$ cat config.mk
export PLATFORM = sky130hd
export DESIGN_NAME = hall_threshold_calibrator_flat
export DESIGN_NICKNAME = d
export VERILOG_FILES = /design/src/rtl/htc_pkg.sv /design/src/rtl/htc_intf.sv /design/src/rtl/htc_div.sv /design/src/rtl/hall_threshold_calibrator.sv /design/src/flat_wrapper.sv
export SDC_FILE = /design/constraint.sdc
export NUM_CORES = 1
export LEC_CHECK = 0
export BUFFER_PORTS_ARGS = -buffer_cell sky130_fd_sc_hd__buf_2
export CAP_MARGIN = 20
export CORE_MARGIN = 2
export CORE_UTILIZATION = 35
export CTS_BUF_LIST = sky130_fd_sc_hd__clkbuf_8
export DETAILED_ROUTE_END_ITERATION = 12
export GPL_TIMING_DRIVEN = 0
export PLACE_DENSITY = 0.54
export SLEW_MARGIN = 20
export SYNTH_ARGS = -nofsm -noshare
export SYNTH_HDL_FRONTEND = slang
export SYNTH_HIERARCHICAL = 1
export SYNTH_SLANG_ARGS = --single-unit
$ cat constraint.sdc
create_clock -name clk_i -period 6.7 [get_ports clk_i]
set_input_delay 0.335 -clock clk_i [delete_from_list [all_inputs] [get_ports clk_i]]
set_output_delay 0.335 -clock clk_i [all_outputs]
set_load 0.02 [all_outputs]
$ cat src/rtl/htc_pkg.sv
// package: shared types, constants and codes of the hall threshold calibrator
package htc_pkg;

  // baseline limit and the widths that follow from it
  localparam int unsigned MaxBaselineSamples = 1024;
  localparam int unsigned LevelMax           = 1023;
  localparam int unsigned CntW               = $clog2(MaxBaselineSamples + 1);
  localparam int unsigned SumW               = $clog2(MaxBaselineSamples * LevelMax + 1);
  localparam int unsigned LvlW               = 10;
  localparam int unsigned CfgW               = 11;
  localparam int unsigned SpanCfgW           = 10;
  localparam int unsigned CfgIdxW            = 2;

  // divider step counter: one quotient bit per step over the sum width
  localparam int unsigned         DivStepW    = $clog2(SumW);
  localparam logic [DivStepW-1:0] DivLastStep = DivStepW'(SumW - 1);

  // reset values of the configuration registers
  localparam logic [CfgW-1:0]     MinBaselineReset = 11'd32;
  localparam logic [CfgW-1:0]     MaxBaselineReset = 11'd256;
  localparam logic [SpanCfgW-1:0] MinSpanReset     = 10'd20;

  // hysteresis clamp and saturation limits
  localparam logic [LvlW-1:0] HysMin      = 10'd5;
  localparam logic [LvlW-1:0] HysMax      = 10'd128;
  localparam logic [LvlW-1:0] LevelTop    = 10'd1023;
  localparam logic [15:0]     RunCountMax = 16'hFFFF;

  typedef enum logic [2:0] {
    KIND_CLEAR    = 3'd0,
    KIND_BASELINE = 3'd1,
    KIND_BEGIN    = 3'd2,
    KIND_RUN      = 3'd3,
    KIND_FINISH   = 3'd4,
    KIND_ANALYZE  = 3'd5
  } kind_e;

  typedef enum logic [CfgIdxW-1:0] {
    CFG_MIN_BASELINE = 2'd0,
    CFG_MAX_BASELINE = 2'd1,
    CFG_MIN_SPAN     = 2'd2
  } cfg_reg_e;

  typedef enum logic [2:0] {
    ST_IDLE,
    ST_EXEC,
    ST_DIV,
    ST_ANALYZE,
    ST_PROPOSE,
    ST_DONE
  } state_e;

  typedef struct packed {
    logic [2:0]  kind;
    logic [15:0] sample;
    logic [31:0] duration_ms;
    logic [15:0] summary_baseline;
    logic [15:0] summary_min;
    logic [15:0] summary_max;
    logic [15:0] summary_count;
  } in_item_t;

  typedef struct packed {
    logic        accepted;
    logic        baseline_ready;
    logic        valid_res;
    logic        falling;
    logic [15:0] baseline_level;
    logic [15:0] min_level;
    logic [15:0] max_level;
    logic [9:0]  threshold;
    logic [7:0]  hysteresis;
    logic [15:0] run_samples;
    logic [31:0] duration_out;
  } res_t;

endpackage

$ cat src/rtl/htc_intf.sv
// interfaces: input item, result item and configuration write channels

interface htc_in_if;
  logic                valid;
  logic                ready;
  htc_pkg::in_item_t   item;
  modport source (output valid, output item, input ready);
  modport sink   (input valid, input item, output ready);
endinterface

interface htc_out_if;
  logic            valid;
  logic            ready;
  htc_pkg::res_t   item;
  modport source (output valid, output item, input ready);
  modport sink   (input valid, input item, output ready);
endinterface

interface htc_cfg_if;
  logic                             valid;
  logic                             ready;
  logic [htc_pkg::CfgIdxW-1:0]      index;
  logic [htc_pkg::CfgW-1:0]         data;
  modport source (output valid, output index, output data, input ready);
  modport sink   (input valid, input index, input data, output ready);
endinterface

$ cat src/rtl/htc_div.sv
// restoring divider: baseline sum over baseline count, one quotient bit per cycle
module htc_div (
  input  logic                       clk_i,
  input  logic                       rst_ni,
  input  logic                       start_i,
  input  logic [htc_pkg::SumW-1:0]   dividend_i,
  input  logic [htc_pkg::CntW-1:0]   divisor_i,
  output logic                       done_o,
  output logic [htc_pkg::SumW-1:0]   quotient_o
);

  logic                           busy_q, busy_d;
  logic                           done_q, done_d;
  logic [htc_pkg::DivStepW-1:0]   step_q, step_d;
  logic [htc_pkg::CntW-1:0]       rem_q, rem_d;
  logic [htc_pkg::SumW-1:0]       quo_q, quo_d;
  logic [htc_pkg::CntW-1:0]       dvs_q, dvs_d;
  logic [htc_pkg::CntW:0]         shifted;
  logic [htc_pkg::CntW:0]         trial;

  // trial subtraction of the shifted remainder
  assign shifted = {rem_q, quo_q[htc_pkg::SumW-1]};
  assign trial   = shifted - {1'b0, dvs_q};

  always_comb begin
    busy_d = busy_q;
    done_d = 1'b0;
    step_d = step_q;
    rem_d  = rem_q;
    quo_d  = quo_q;
    dvs_d  = dvs_q;
    if (start_i) begin
      busy_d = 1'b1;
      step_d = '0;
      rem_d  = '0;
      quo_d  = dividend_i;
      dvs_d  = divisor_i;
    end else if (busy_q) begin
      if (trial[htc_pkg::CntW]) begin
        rem_d = shifted[htc_pkg::CntW-1:0];
      end else begin
        rem_d = trial[htc_pkg::CntW-1:0];
      end
      quo_d  = {quo_q[htc_pkg::SumW-2:0], ~trial[htc_pkg::CntW]};
      step_d = step_q + htc_pkg::DivStepW'(1);
      if (step_q == htc_pkg::DivLastStep) begin
        busy_d = 1'b0;
        done_d = 1'b1;
      end
    end
  end

  // control state
  always_ff @(posedge clk_i or negedge rst_ni) begin
    if (!rst_ni) begin
      busy_q <= 1'b0;
      done_q <= 1'b0;
      step_q <= '0;
    end else begin
      busy_q <= busy_d;
      done_q <= done_d;
      step_q <= step_d;
    end
  end

  // working registers
  always_ff @(posedge clk_i) begin
    rem_q <= rem_d;
    quo_q <= quo_d;
    dvs_q <= dvs_d;
  end

  assign done_o     = done_q;
  assign quotient_o = quo_q;

endmodule

$ cat src/rtl/hall_threshold_calibrator.sv
// top level: hall sensor threshold calibrator with item sequencer and divider
// clear, baseline, begin-run, run-sample, spare kinds and finish without a ready baseline go
//   from execute straight to done; analyze goes through analyze and, unless rejected, propose;
//   finish with a ready baseline first runs the bit-serial divider (one quotient bit per cycle
//   over the sum width) and then goes on as analyze does
// items are handled one at a time; the next item is taken in the cycle after the result is registered
// reset: registers return to 32, 256 and 20; statistics clear; no memory sweep needed
module hall_threshold_calibrator (
  input  logic       clk_i,
  input  logic       rst_ni,
  htc_in_if.sink     in_i,
  htc_out_if.source  out_o,
  htc_cfg_if.sink    cfg_i
);

  htc_pkg::state_e state_q, state_d;

  // configuration registers
  logic [htc_pkg::CfgW-1:0]     min_base_q, max_base_q;
  logic [htc_pkg::SpanCfgW-1:0] min_span_q;

  // accumulated statistics
  logic [htc_pkg::SumW-1:0] sum_q;
  logic [htc_pkg::CntW-1:0] bcount_q;
  logic [9:0]               run_min_q, run_max_q;
  logic [15:0]              run_count_q;

  // item under work
  htc_pkg::in_item_t item_q;
  htc_pkg::res_t     work_q;
  htc_pkg::res_t     done_res;
  htc_pkg::res_t     out_q;
  logic              out_valid_q;
  logic [15:0]       base_q, lo_q, hi_q, cnt_q;
  logic [9:0]        span_q;

  logic                     div_start, div_done;
  logic [htc_pkg::SumW-1:0] quotient;

  logic in_fire, out_slot_free, cfg_fire;
  logic is_ready, sample_ok, below_limit;

  // analysis datapath
  logic        reject, rising;
  logic [9:0]  up, down, span;
  logic [10:0] thr_raw;
  logic [9:0]  thr, hys_a, hys_b, hys;
  logic        prop_ok;

  assign in_fire       = in_i.valid & in_i.ready;
  assign cfg_fire      = cfg_i.valid & cfg_i.ready;
  assign out_slot_free = ~out_valid_q | out_o.ready;
  assign cfg_i.ready   = 1'b1;

  assign is_ready = (bcount_q != '0) && (32'(bcount_q) >= 32'(min_base_q));
  assign sample_ok = (item_q.sample[15:10] == '0);

  // effective baseline limit is the smaller of the register and the storage bound
  always_comb begin
    if (32'(max_base_q) > htc_pkg::MaxBaselineSamples) begin
      below_limit = 32'(bcount_q) < htc_pkg::MaxBaselineSamples;
    end else begin
      below_limit = 32'(bcount_q) < 32'(max_base_q);
    end
  end

  htc_div u_div (
    .clk_i      (clk_i),
    .rst_ni     (rst_ni),
    .start_i    (div_start),
    .dividend_i (sum_q),
    .divisor_i  (bcount_q),
    .done_o     (div_done),
    .quotient_o (quotient)
  );

  // next state
  always_comb begin
    state_d = state_q;
    case (state_q)
      htc_pkg::ST_IDLE: begin
        if (in_fire) state_d = htc_pkg::ST_EXEC;
      end
      htc_pkg::ST_EXEC: begin
        if (htc_pkg::kind_e'(item_q.kind) == htc_pkg::KIND_FINISH && is_ready) begin
          state_d = htc_pkg::ST_DIV;
        end else if (htc_pkg::kind_e'(item_q.kind) == htc_pkg::KIND_ANALYZE) begin
          state_d = htc_pkg::ST_ANALYZE;
        end else begin
          state_d = htc_pkg::ST_DONE;
        end
      end
      htc_pkg::ST_DIV: begin
        if (div_done) state_d = htc_pkg::ST_ANALYZE;
      end
      htc_pkg::ST_ANALYZE: begin
        if (reject || span < min_span_q) state_d = htc_pkg::ST_DONE;
        else                             state_d = htc_pkg::ST_PROPOSE;
      end
      htc_pkg::ST_PROPOSE: state_d = htc_pkg::ST_DONE;
      htc_pkg::ST_DONE: begin
        if (out_slot_free) state_d = htc_pkg::ST_IDLE;
      end
      default: state_d = htc_pkg::ST_IDLE;
    endcase
  end

  // sequencer outputs
  always_comb begin
    in_i.ready = 1'b0;
    div_start  = 1'b0;
    case (state_q)
      htc_pkg::ST_IDLE: in_i.ready = 1'b1;
      htc_pkg::ST_EXEC: begin
        div_start = (htc_pkg::kind_e'(item_q.kind) == htc_pkg::KIND_FINISH) && is_ready;
      end
      default: begin
        in_i.ready = 1'b0;
        div_start  = 1'b0;
      end
    endcase
  end

  // swing in each direction and the larger one
  always_comb begin
    reject = (base_q[15:10] != '0) || (lo_q[15:10] != '0) || (hi_q[15:10] != '0) ||
             (cnt_q == '0) || (hi_q < lo_q);
    up     = (hi_q[9:0] > base_q[9:0]) ? hi_q[9:0] - base_q[9:0] : '0;
    down   = (base_q[9:0] > lo_q[9:0]) ? base_q[9:0] - lo_q[9:0] : '0;
    rising = up >= down;
    span   = rising ? up : down;
  end

  // threshold at half span, hysteresis at a quarter span, clamped
  always_comb begin
    if (!work_q.falling) begin
      thr_raw = {1'b0, base_q[9:0]} + {2'b00, span_q[9:1]};
    end else begin
      thr_raw = {1'b0, base_q[9:0]} - {2'b00, span_q[9:1]};
    end
    if (thr_raw == '0)            thr = 10'd1;
    else if (thr_raw[10])         thr = htc_pkg::LevelTop;
    else                          thr = thr_raw[9:0];
    hys_a = {2'b00, span_q[9:2]};
    if (hys_a < htc_pkg::HysMin)      hys_b = htc_pkg::HysMin;
    else if (hys_a > htc_pkg::HysMax) hys_b = htc_pkg::HysMax;
    else                              hys_b = hys_a;
    if (hys_b >= thr) hys = (thr > 10'd1) ? thr - 10'd1 : 10'd1;
    else              hys = hys_b;
    prop_ok = (hys != '0) && (hys < thr);
  end

  // result as it leaves, with the readiness after this item
  always_comb begin
    done_res                = work_q;
    done_res.baseline_ready = is_ready;
  end

  // control state: sequencer, configuration, statistics, output valid
  always_ff @(posedge clk_i or negedge rst_ni) begin
    if (!rst_ni) begin
      state_q     <= htc_pkg::ST_IDLE;
      min_base_q  <= htc_pkg::MinBaselineReset;
      max_base_q  <= htc_pkg::MaxBaselineReset;
      min_span_q  <= htc_pkg::MinSpanReset;
      sum_q       <= '0;
      bcount_q    <= '0;
      run_min_q   <= htc_pkg::LevelTop;
      run_max_q   <= '0;
      run_count_q <= '0;
      out_valid_q <= 1'b0;
    end else begin
      state_q <= state_d;
      if (cfg_fire) begin
        case (htc_pkg::cfg_reg_e'(cfg_i.index))
          htc_pkg::CFG_MIN_BASELINE: min_base_q <= cfg_i.data;
          htc_pkg::CFG_MAX_BASELINE: max_base_q <= cfg_i.data;
          htc_pkg::CFG_MIN_SPAN:     min_span_q <= cfg_i.data[htc_pkg::SpanCfgW-1:0];
          default:                   ;
        endcase
      end
      // statistics update of the item in hand
      if (state_q == htc_pkg::ST_EXEC) begin
        case (htc_pkg::kind_e'(item_q.kind))
          htc_pkg::KIND_CLEAR: begin
            sum_q       <= '0;
            bcount_q    <= '0;
            run_min_q   <= htc_pkg::LevelTop;
            run_max_q   <= '0;
            run_count_q <= '0;
          end
          htc_pkg::KIND_BASELINE: begin
            if (sample_ok && below_limit) begin
              sum_q    <= sum_q + htc_pkg::SumW'(item_q.sample[9:0]);
              bcount_q <= bcount_q + htc_pkg::CntW'(1);
            end
          end
          htc_pkg::KIND_BEGIN: begin
            run_min_q   <= htc_pkg::LevelTop;
            run_max_q   <= '0;
            run_count_q <= '0;
          end
          htc_pkg::KIND_RUN: begin
            if (sample_ok) begin
              if (item_q.sample[9:0] < run_min_q) run_min_q <= item_q.sample[9:0];
              if (item_q.sample[9:0] > run_max_q) run_max_q <= item_q.sample[9:0];
              if (run_count_q != htc_pkg::RunCountMax) run_count_q <= run_count_q + 16'd1;
            end
          end
          default: ;
        endcase
      end
      if (state_q == htc_pkg::ST_DONE && out_slot_free) begin
        out_valid_q <= 1'b1;
      end else if (out_o.ready) begin
        out_valid_q <= 1'b0;
      end
    end
  end

  // item payload and result build-up
  always_ff @(posedge clk_i) begin
    if (in_fire) begin
      item_q <= in_i.item;
      work_q <= '0;
    end
    case (state_q)
      htc_pkg::ST_EXEC: begin
        case (htc_pkg::kind_e'(item_q.kind))
          htc_pkg::KIND_BASELINE: work_q.accepted <= sample_ok && below_limit;
          htc_pkg::KIND_FINISH: begin
            lo_q                <= 16'(run_min_q);
            hi_q                <= 16'(run_max_q);
            cnt_q               <= run_count_q;
            work_q.run_samples  <= run_count_q;
            work_q.duration_out <= item_q.duration_ms;
          end
          htc_pkg::KIND_ANALYZE: begin
            base_q              <= item_q.summary_baseline;
            lo_q                <= item_q.summary_min;
            hi_q                <= item_q.summary_max;
            cnt_q               <= item_q.summary_count;
            work_q.run_samples  <= item_q.summary_count;
            work_q.duration_out <= item_q.duration_ms;
          end
          default: ;
        endcase
      end
      htc_pkg::ST_DIV: begin
        if (div_done) base_q <= quotient[15:0];
      end
      htc_pkg::ST_ANALYZE: begin
        work_q.baseline_level <= base_q;
        work_q.min_level      <= lo_q;
        work_q.max_level      <= hi_q;
        work_q.falling        <= ~reject & ~rising;
        span_q                <= span;
      end
      htc_pkg::ST_PROPOSE: begin
        work_q.valid_res <= prop_ok;
        if (prop_ok) begin
          work_q.threshold  <= thr;
          work_q.hysteresis <= hys[7:0];
        end
      end
      htc_pkg::ST_DONE: begin
        if (out_slot_free) begin
          out_q <= done_res;
        end
      end
      default: ;
    endcase
  end

  assign out_o.valid = out_valid_q;
  assign out_o.item  = out_q;

endmodule
$ cat src/flat_wrapper.sv
// flat-port wrapper written by rule: the top's interface ports become plain ports
module hall_threshold_calibrator_flat 
  (clk_i, rst_ni, in_i_valid, in_i_item, in_i_ready, out_o_valid, out_o_item, out_o_ready, cfg_i_valid, cfg_i_index, cfg_i_data, cfg_i_ready);
  htc_in_if in_i_i ();
  htc_out_if out_o_i ();
  htc_cfg_if cfg_i_i ();
  input  logic clk_i;
  input  logic rst_ni;
  input wire logic [$bits(in_i_i.valid)-1:0] in_i_valid;
  input wire logic [$bits(in_i_i.item)-1:0] in_i_item;
  output wire logic [$bits(in_i_i.ready)-1:0] in_i_ready;
  output wire logic [$bits(out_o_i.valid)-1:0] out_o_valid;
  output wire logic [$bits(out_o_i.item)-1:0] out_o_item;
  input wire logic [$bits(out_o_i.ready)-1:0] out_o_ready;
  input wire logic [$bits(cfg_i_i.valid)-1:0] cfg_i_valid;
  input wire logic [$bits(cfg_i_i.index)-1:0] cfg_i_index;
  input wire logic [$bits(cfg_i_i.data)-1:0] cfg_i_data;
  output wire logic [$bits(cfg_i_i.ready)-1:0] cfg_i_ready;
  assign in_i_i.valid = in_i_valid;
  assign in_i_i.item = in_i_item;
  assign in_i_ready = in_i_i.ready;
  assign out_o_valid = out_o_i.valid;
  assign out_o_item = out_o_i.item;
  assign out_o_i.ready = out_o_ready;
  assign cfg_i_i.valid = cfg_i_valid;
  assign cfg_i_i.index = cfg_i_index;
  assign cfg_i_i.data = cfg_i_data;
  assign cfg_i_ready = cfg_i_i.ready;
  hall_threshold_calibrator u_core (.clk_i(clk_i), .rst_ni(rst_ni), .in_i(in_i_i), .out_o(out_o_i), .cfg_i(cfg_i_i));
endmodule
==> flow_summary.yaml, run 1 <==
critical_path:
  end_kind: "flip-flop"
  slowest_delay_ns: 0.49
  crit_arrival_ns: 7.22
  start_kind: "flip-flop"
  cpMaxStageDelayCell: "or4_1"
  path_max_fanout: 6
  cp_common_cell: "buf_6"
  critPathKind: "flip-flop to flip-flop"
  cp_top_family: "simple AND/OR/NAND/NOR gates"
  cp_num_buf_inv: 5
  cp-startpoint: "u_core/span_q[5]"
  required_ns: 7.28
  r2r_start: "u_core/span_q[5]"
timing:
  fin_crit_sh_pct: 99.21
  fin_crit_ns: 6.647
  slew_violations: 0
  setup_viol: 0
  relSlewSlack_pct: 30.77
  grt_setup_unrepaired: "yes"
  hold_violations: 0
  fin_hold_ws_ns: 0.07697
  layout_setup_ws_ns: 0.05315
  max_freq_mhz: 150.4
  tightest_slew_ns: 1.038
  worst_clock_skew_ns: 0.05423
  finalSetupTns_ns: 0
global_route:
  grt_pass1_vias: 18860
  antenna_found_initial: 1
  grt_pass1_wl_um: 107300
  grt_use_total_pct: 17.89
  grt_max_degree: 65
  grt.overflow.total: 0
finish:
  num-nets-final: 2943
  mostFrequentLayoutCell: "edfxtp_1"
  final_layout_size_suffix_gt1_share_pct: 22.74
  area_growth_pct: 26.38
  final_cell_mix: "edfxtp_1 (387), buf_2 (252), nand2_1 (199)"
floorplan:
  start_util_pct: 35.26
  num_io_pins: 254
  core_area_um2: 74320
  die_w_um: 277.6
  rows: 100
  fp.dieH_um: 277.6
  dieArea_um2: 77080
pwr:
  pwr-share-clk_pct: 27.8
  combPwrFrac_pct: 29.9
  seq_power_share_pct: 42.3
  power.total_mw: 12.17
  leakagePower_nw: 13.71
  powerDensity_nw_per_um2: 367.5
  switching_share_pct: 32.89
  ir_worst_vdd_v: 0.0001716
  intPower_mw: 8.168
  p_switching_mw: 4.003
logic_synthesis:
  async_flop_share_pct: 19.13
  syn_avg_cell_area_um2: 12.34
  postSynthCellCount: 2124
  ys_ff_latch: 575
  synth_warnings: 6
  synth.distinct_cells: 90
  syn-cell-area_um2: 26210
  synth_edf_count: 387
  synth_top_flop_cell: "edfxtp_1"
  synthTopCellsByArea: "edfxtp_1 (44%), dfrtp_1 (9.2%), ha_1 (7.1%)"
  seq_area_frac_synth_pct: 60.87
  yosysTopAreaCell: "edfxtp_1"
  netlist.area_leader.share_pct: 44.34
routing:
  vias_per_cell: 4.973
  ant_nets: 0
  highest_layer: "met4"
  wire_per_inst_um: 18.87
  route.met2.wl_um: 33560
  wl_met3_um: 3288
  drt_first_pass_iters: 5
  initialDrtViolationCount: 1140
  wl_met1_um: 31090
  num_vias: 18450
  totalWireLength_um: 70000
  drc: 0
placed_design:
  place_ws_ns: -1.484
  dp_hpwl_um: 51330
  portBuffers: 252
  gp_congestion: 0.9023
clocking:
  htreeDepth: 3
  cts_tree: "yes"
  cts-root-buf: "clkbuf_8"
  cts_buffers: 97
  cts_buffer_depth: 3
  cts.sinks: 575
  cts.clk_slew.worst_paths_ns: 0.06
  clock_insertion_delay_worst_skew_ns: 0.71
worst_hold_path:
  min_path_type: "input port to flip-flop"
  worstHoldStart: "cfg_i_index[0]"
status:
  status: "complete, no violations"
job:
  max_cap_violations: 0
## worst reg2reg max path, delay by kind of cell (launching register included)
family / cells / cell delay (ns)
buf+inv: 5 / 0.67
compound gates: 10 / 1.83
flops: 1 / 0.44
mux: 2 / 0.44
xor+xnor: 1 / 0.16
fa+ha+maj: 3 / 0.44
simple gates: 10 / 2.57
## metrics by stage
step	utilization (%)	cells	area (um2)
2_1_floorplan	-	2125	26210
3_3_place_gp	38.60	3346	28690
3_5_place_dp	38.98	3356	28970
4_1_cts	44.14	3691	32800
5_1_grt	44.56	3710	33120
6_report	44.56	3710	33120
## cells in the mapped netlist (23+ instances only)
| cell | instances |
|---|---|
| a22o_1 | 34 |
| clkbuf_1 | 66 |
| nor2_1 | 128 |
| nand2b_1 | 23 |
| nand3_1 | 42 |
| mux2_2 | 61 |
| a21oi_1 | 61 |
| dfxtp_1 | 78 |
| a21o_1 | 39 |
| ha_1 | 148 |
| dfrtp_1 | 96 |
| edfxtp_1 | 387 |
| nor3_1 | 48 |
| xor2_1 | 27 |
| o21ai_0 | 108 |
| xnor2_1 | 52 |
| inv_1 | 128 |
| nand2_1 | 199 |
| mux2i_1 | 30 |
| and2_1 | 30 |
| and3_1 | 23 |
## flip-flops by register name, summed over array words and instances, names as in the netlist, 3 cells and up
| name | flops |
|---|---|
| u_core/done_res | 117 |
| u_core/sum_q | 20 |
| u_core/state_q | 3 |
| u_core/span_q | 9 |
| u_core/cnt_q | 16 |
| u_core/hi_q | 16 |
| u_core/run_min_q | 10 |
| u_core/item_q | 115 |
| u_core/u_div/quotient_o | 20 |
| u_core/u_div/step_q | 5 |
| u_core/u_div/dvs_q | 11 |
| u_core/out_o.item | 118 |
| u_core/min_span_q | 10 |
| u_core/lo_q | 16 |
| u_core/base_q | 16 |
| u_core/run_count_q | 16 |
| u_core/max_base_q | 11 |
| u_core/bcount_q | 11 |
| u_core/u_div/rem_q | 11 |
| u_core/min_base_q | 11 |
| u_core/run_max_q | 10 |
## layer usage
layer / track usage, % / vias up
li1: - / 8849
met1: 23.52 / 9005
met2: 30.00 / 476
met3: 2.923 / 119
met4: 6.098 / 0
met5: 0 / -
## cell type report
type | instances | area [um2]
Antenna cell | 1 | 2.502
Buffer | 77 | 379.1
Clock buffer | 113 | 1555
Clock inverter | 69 | 583.1
Fill cell | 6897 | 41200
Inverter | 128 | 485.5
Multi-Input combinational cell | 1340 | 9771
Sequential cell | 575 | 15950
Tap cell | 969 | 1212
Timing Repair Buffer | 438 | 3179
## power groups by stage
stage               Clock (mW)  Sequential [mW]  Combinational (mW)
floorplan                    0             5.47                1.87
global placement             0             5.34                3.07
detailed placement           0             5.22                3.26
CTS                       3.48             5.15                3.56
global route              3.62             5.23                3.99
finish                    3.38             5.15                3.64
## worst paths after layout
kind	to	slack (ns)	cells past startpoint
max	u_core/done_res[49]	0.05	31
min	u_core/min_base_q[0]	0.08	3
max reg2reg	u_core/done_res[49]	0.05	31
min reg2reg	u_core/out_o.item[78]	0.36	0
max in group asynchronous	u_core/run_min_q[2]	5.74	3
min in group asynchronous	u_core/bcount_q[7]	0.15	2
## repair_timing
action / CTS / global route
hold buffers: 128 / 0
gates cloned: 2 / 0
endpoints found under the hold margin: 201 / 0
gates resized for setup: 47 / 43
buffers inserted: 27 / 20
setup endpoints to repair: 20 / 20
pin swaps: 18 / 18
## logic make-up (layout without fill, tap and decap cells)
logic type                 after synthesis  in the layout  synth area share [%]
adders and majority gates              153            153                 7.448
and+or+nand+nor                        626            626                 11.82
muxes                                   94             94                 3.910
other                                    2              4               0.02866
xor gates and xnor gates                79             79                 2.640
buffers and inverters                  210            825                 3.313
AOI/OAI and AO/OA                      385            385                 9.973
DFF                                    575            575                 60.87
(Power assumes the default switching activity.)
==> run 2, diff against run 1 <==
--- a/config.mk
+++ b/config.mk
@@ -5,13 +5,14 @@
 export SDC_FILE = /design/constraint.sdc
 export NUM_CORES = 1
 export LEC_CHECK = 0
-export BUFFER_PORTS_ARGS = -buffer_cell sky130_fd_sc_hd__buf_2
+export BUFFER_PORTS_ARGS = -buffer_cell sky130_fd_sc_hd__buf_4
 export CAP_MARGIN = 20
 export CORE_MARGIN = 2
 export CORE_UTILIZATION = 35
 export CTS_BUF_LIST = sky130_fd_sc_hd__clkbuf_8
 export DETAILED_ROUTE_END_ITERATION = 12
 export GPL_TIMING_DRIVEN = 0
+export MAX_ROUTING_LAYER = met4
 export PLACE_DENSITY = 0.54
 export SLEW_MARGIN = 20
 export SYNTH_ARGS = -nofsm -noshare
==> run 2 against run 1 <==
  * The run now ends with negative setup slack left
  * Maximum frequency is 1.6% lower
  * Total power up 0.72%
  * Via count down 0.53%
  * Clock skew fell by 0.021 ns
  * Global-route usage grew 0.85 points
  * Setup slack got worse by 0.11 ns
  * First-iteration DRC count increased by 2.4%
  * Non-clock buffer count fell by 5
  * Final cell count about the same
  * Sequential power about the same
  * Critical path type unchanged
==> flow_summary.yaml, run 2 (same netlist as run 1, synthesis figures left out) <==
global_route:
  top_usage_layer: "met2"
  gr-usage-met1_pct: 24.54
  grt_use_total_pct: 18.74
  grt_pass1_wl_um: 109300
  grt_pass1_vias: 19050
  met2_usage_pct: 29.57
  grt_max_degree: 69
  antenna_found_initial: 2
  grt.overflow.total: 0
  grt_use_met3_pct: 2.931
floorplan:
  core_area_um2: 74320
  num_io_pins: 254
  start_util_pct: 35.26
  fp.dieH_um: 277.6
  rows: 100
  dieArea_um2: 77080
  die_w_um: 277.6
routing:
  ant_nets: 0
  totalWireLength_um: 70750
  drt_first_pass_iters: 6
  num_vias: 18350
  initialDrtViolationCount: 1167
  wire_per_inst_um: 19.06
  drc: 0
  vias_per_cell: 4.942
status:
  violations: "negative setup slack"
  status: "finished with violations"
timing:
  fin_crit_ns: 6.757
  tightest_slew_ns: 1.047
  fin_crit_sh_pct: 100.8
  fin_hold_ws_ns: 0.1039
  slew_violations: 0
  relSlewSlack_pct: 29.65
  grt_setup_unrepaired: "yes"
  finalSetupTns_ns: -0.3678
  hold_violations: 0
  setup_viol: 13
  layout_setup_ws_ns: -0.05674
  max_freq_mhz: 148.0
  worst_clock_skew_ns: 0.03308
finish:
  final_layout_size_suffix_gt1_share_pct: 22.27
  fin_area_um2: 33660
  final_cells: 3713
  num-nets-final: 2939
  mostFrequentLayoutCell: "edfxtp_1"
  final_util_pct: 45.30
  largest_reg_flops: 118
  final_cell_mix: "edfxtp_1 (387), buf_4 (289), nand2_1 (198)"
  area_growth_pct: 28.45
clocking:
  htreeDepth: 3
  cts.clk_slew.worst_paths_ns: 0.06
  cts-root-buf: "clkbuf_8"
  cts.sinks: 575
  cts_buffers: 98
  cts_buffer_depth: 3
  cts_tree: "yes"
  clock_insertion_delay_worst_skew_ns: 0.69
critical_path:
  cp_top_family: "simple AND/OR/NAND/NOR gates"
  cp_num_buf_inv: 5
  cp_common_cell: "buf_6"
  slowest_delay_ns: 0.51
  critPathKind: "flip-flop to flip-flop"
  crit_arrival_ns: 7.32
  r2r_end: "u_core/done_res[50]"
  r2r_slack_ns: -0.06
  start_kind: "flip-flop"
  required_ns: 7.26
  reg2reg_depth: 31
  cpMaxStageDelayCell: "or4_1"
  end_kind: "flip-flop"
  path_max_fanout: 6
  r2r_start: "u_core/span_q[1]"
worst_hold_path:
  hold-path-endpoint: "u_core/max_base_q[10]"
  worstHoldStart: "cfg_i_valid"
  min_delay_path_depth: 3
  min_path_type: "input port to flip-flop"
placed_design:
  place_ws_ns: -1.675
  post_dp_cell_area_um2: 29600
  portBuffers: 252
  placed_cells: 3356
  gp_congestion: 0.9169
  dp_hpwl_um: 51470
pwr:
  ir_worst_vdd_v: 0.0001604
  leakagePower_nw: 13.94
  powerDensity_nw_per_um2: 364.1
  power.total_mw: 12.26
job:
  max_cap_violations: 0
## run 2: worst min-delay path: cells and delay by family
| kind | cells | cell delay, ns |
|---|---|---|
| and+or+nand+nor | 1 | 0.13 |
| muxes | 1 | 0.17 |
| buffers and inverters | 1 | 0.12 |
## run 2: layer usage
metal / share of wire (%) / vias to the layer above
met5: 0 / -
met4: 3.4 / 0
met3: 4.0 / 148
met2: 47 / 435
met1: 45 / 8924
li1: - / 8844
## run 2: area by class of cell
cell class | instances | area (um2)
antenna | 5 | 12.51
clock inverter | 75 | 544.3
timing repair buffer | 432 | 3779
buffer | 78 | 386.6
inverter | 128 | 485.5
multi-input combinational | 1340 | 9764
sequential | 575 | 15950
tap | 969 | 1212
fill | 6866 | 40660
clock buffer | 111 | 1528
## run 2: worst max-delay path by stage
stage                            end  slack (ns)  cells after the start               from
3_3_place_gp   u_core/out_o.item[44]       -3.34                      4  u_core/state_q[2]
3_5_place_dp     u_core/done_res[50]       -1.68                     28   u_core/span_q[3]
4_1_cts          u_core/done_res[50]      -0.003                     30   u_core/span_q[5]
2_1_floorplan    u_core/done_res[49]         0.1                     28   u_core/span_q[3]
5_1_grt          u_core/done_res[50]       -0.28                     31   u_core/span_q[1]
6_report         u_core/done_res[50]       -0.06                     31   u_core/span_q[1]
## run 2: repair_timing
action / in CTS / in global routing
setup buffers: 23 / 15
setup endpoints to repair: 20 / 20
endpoints found under the hold margin: 201 / 0
hold buffers: 130 / 0
gates resized for setup: 50 / 41
cloned: 0 / 2
pin swaps: 18 / 20
## run 2: where the power goes
| part | total [mW] | internal, mW | leakage, nW | switching [mW] |
|---|---|---|---|---|
| sequential | 5.16 | 4.80 | 5.65 | 0.358 |
| combinational | 3.81 | 1.59 | 7.08 | 2.21 |
| clock | 3.29 | 1.84 | 1.21 | 1.46 |
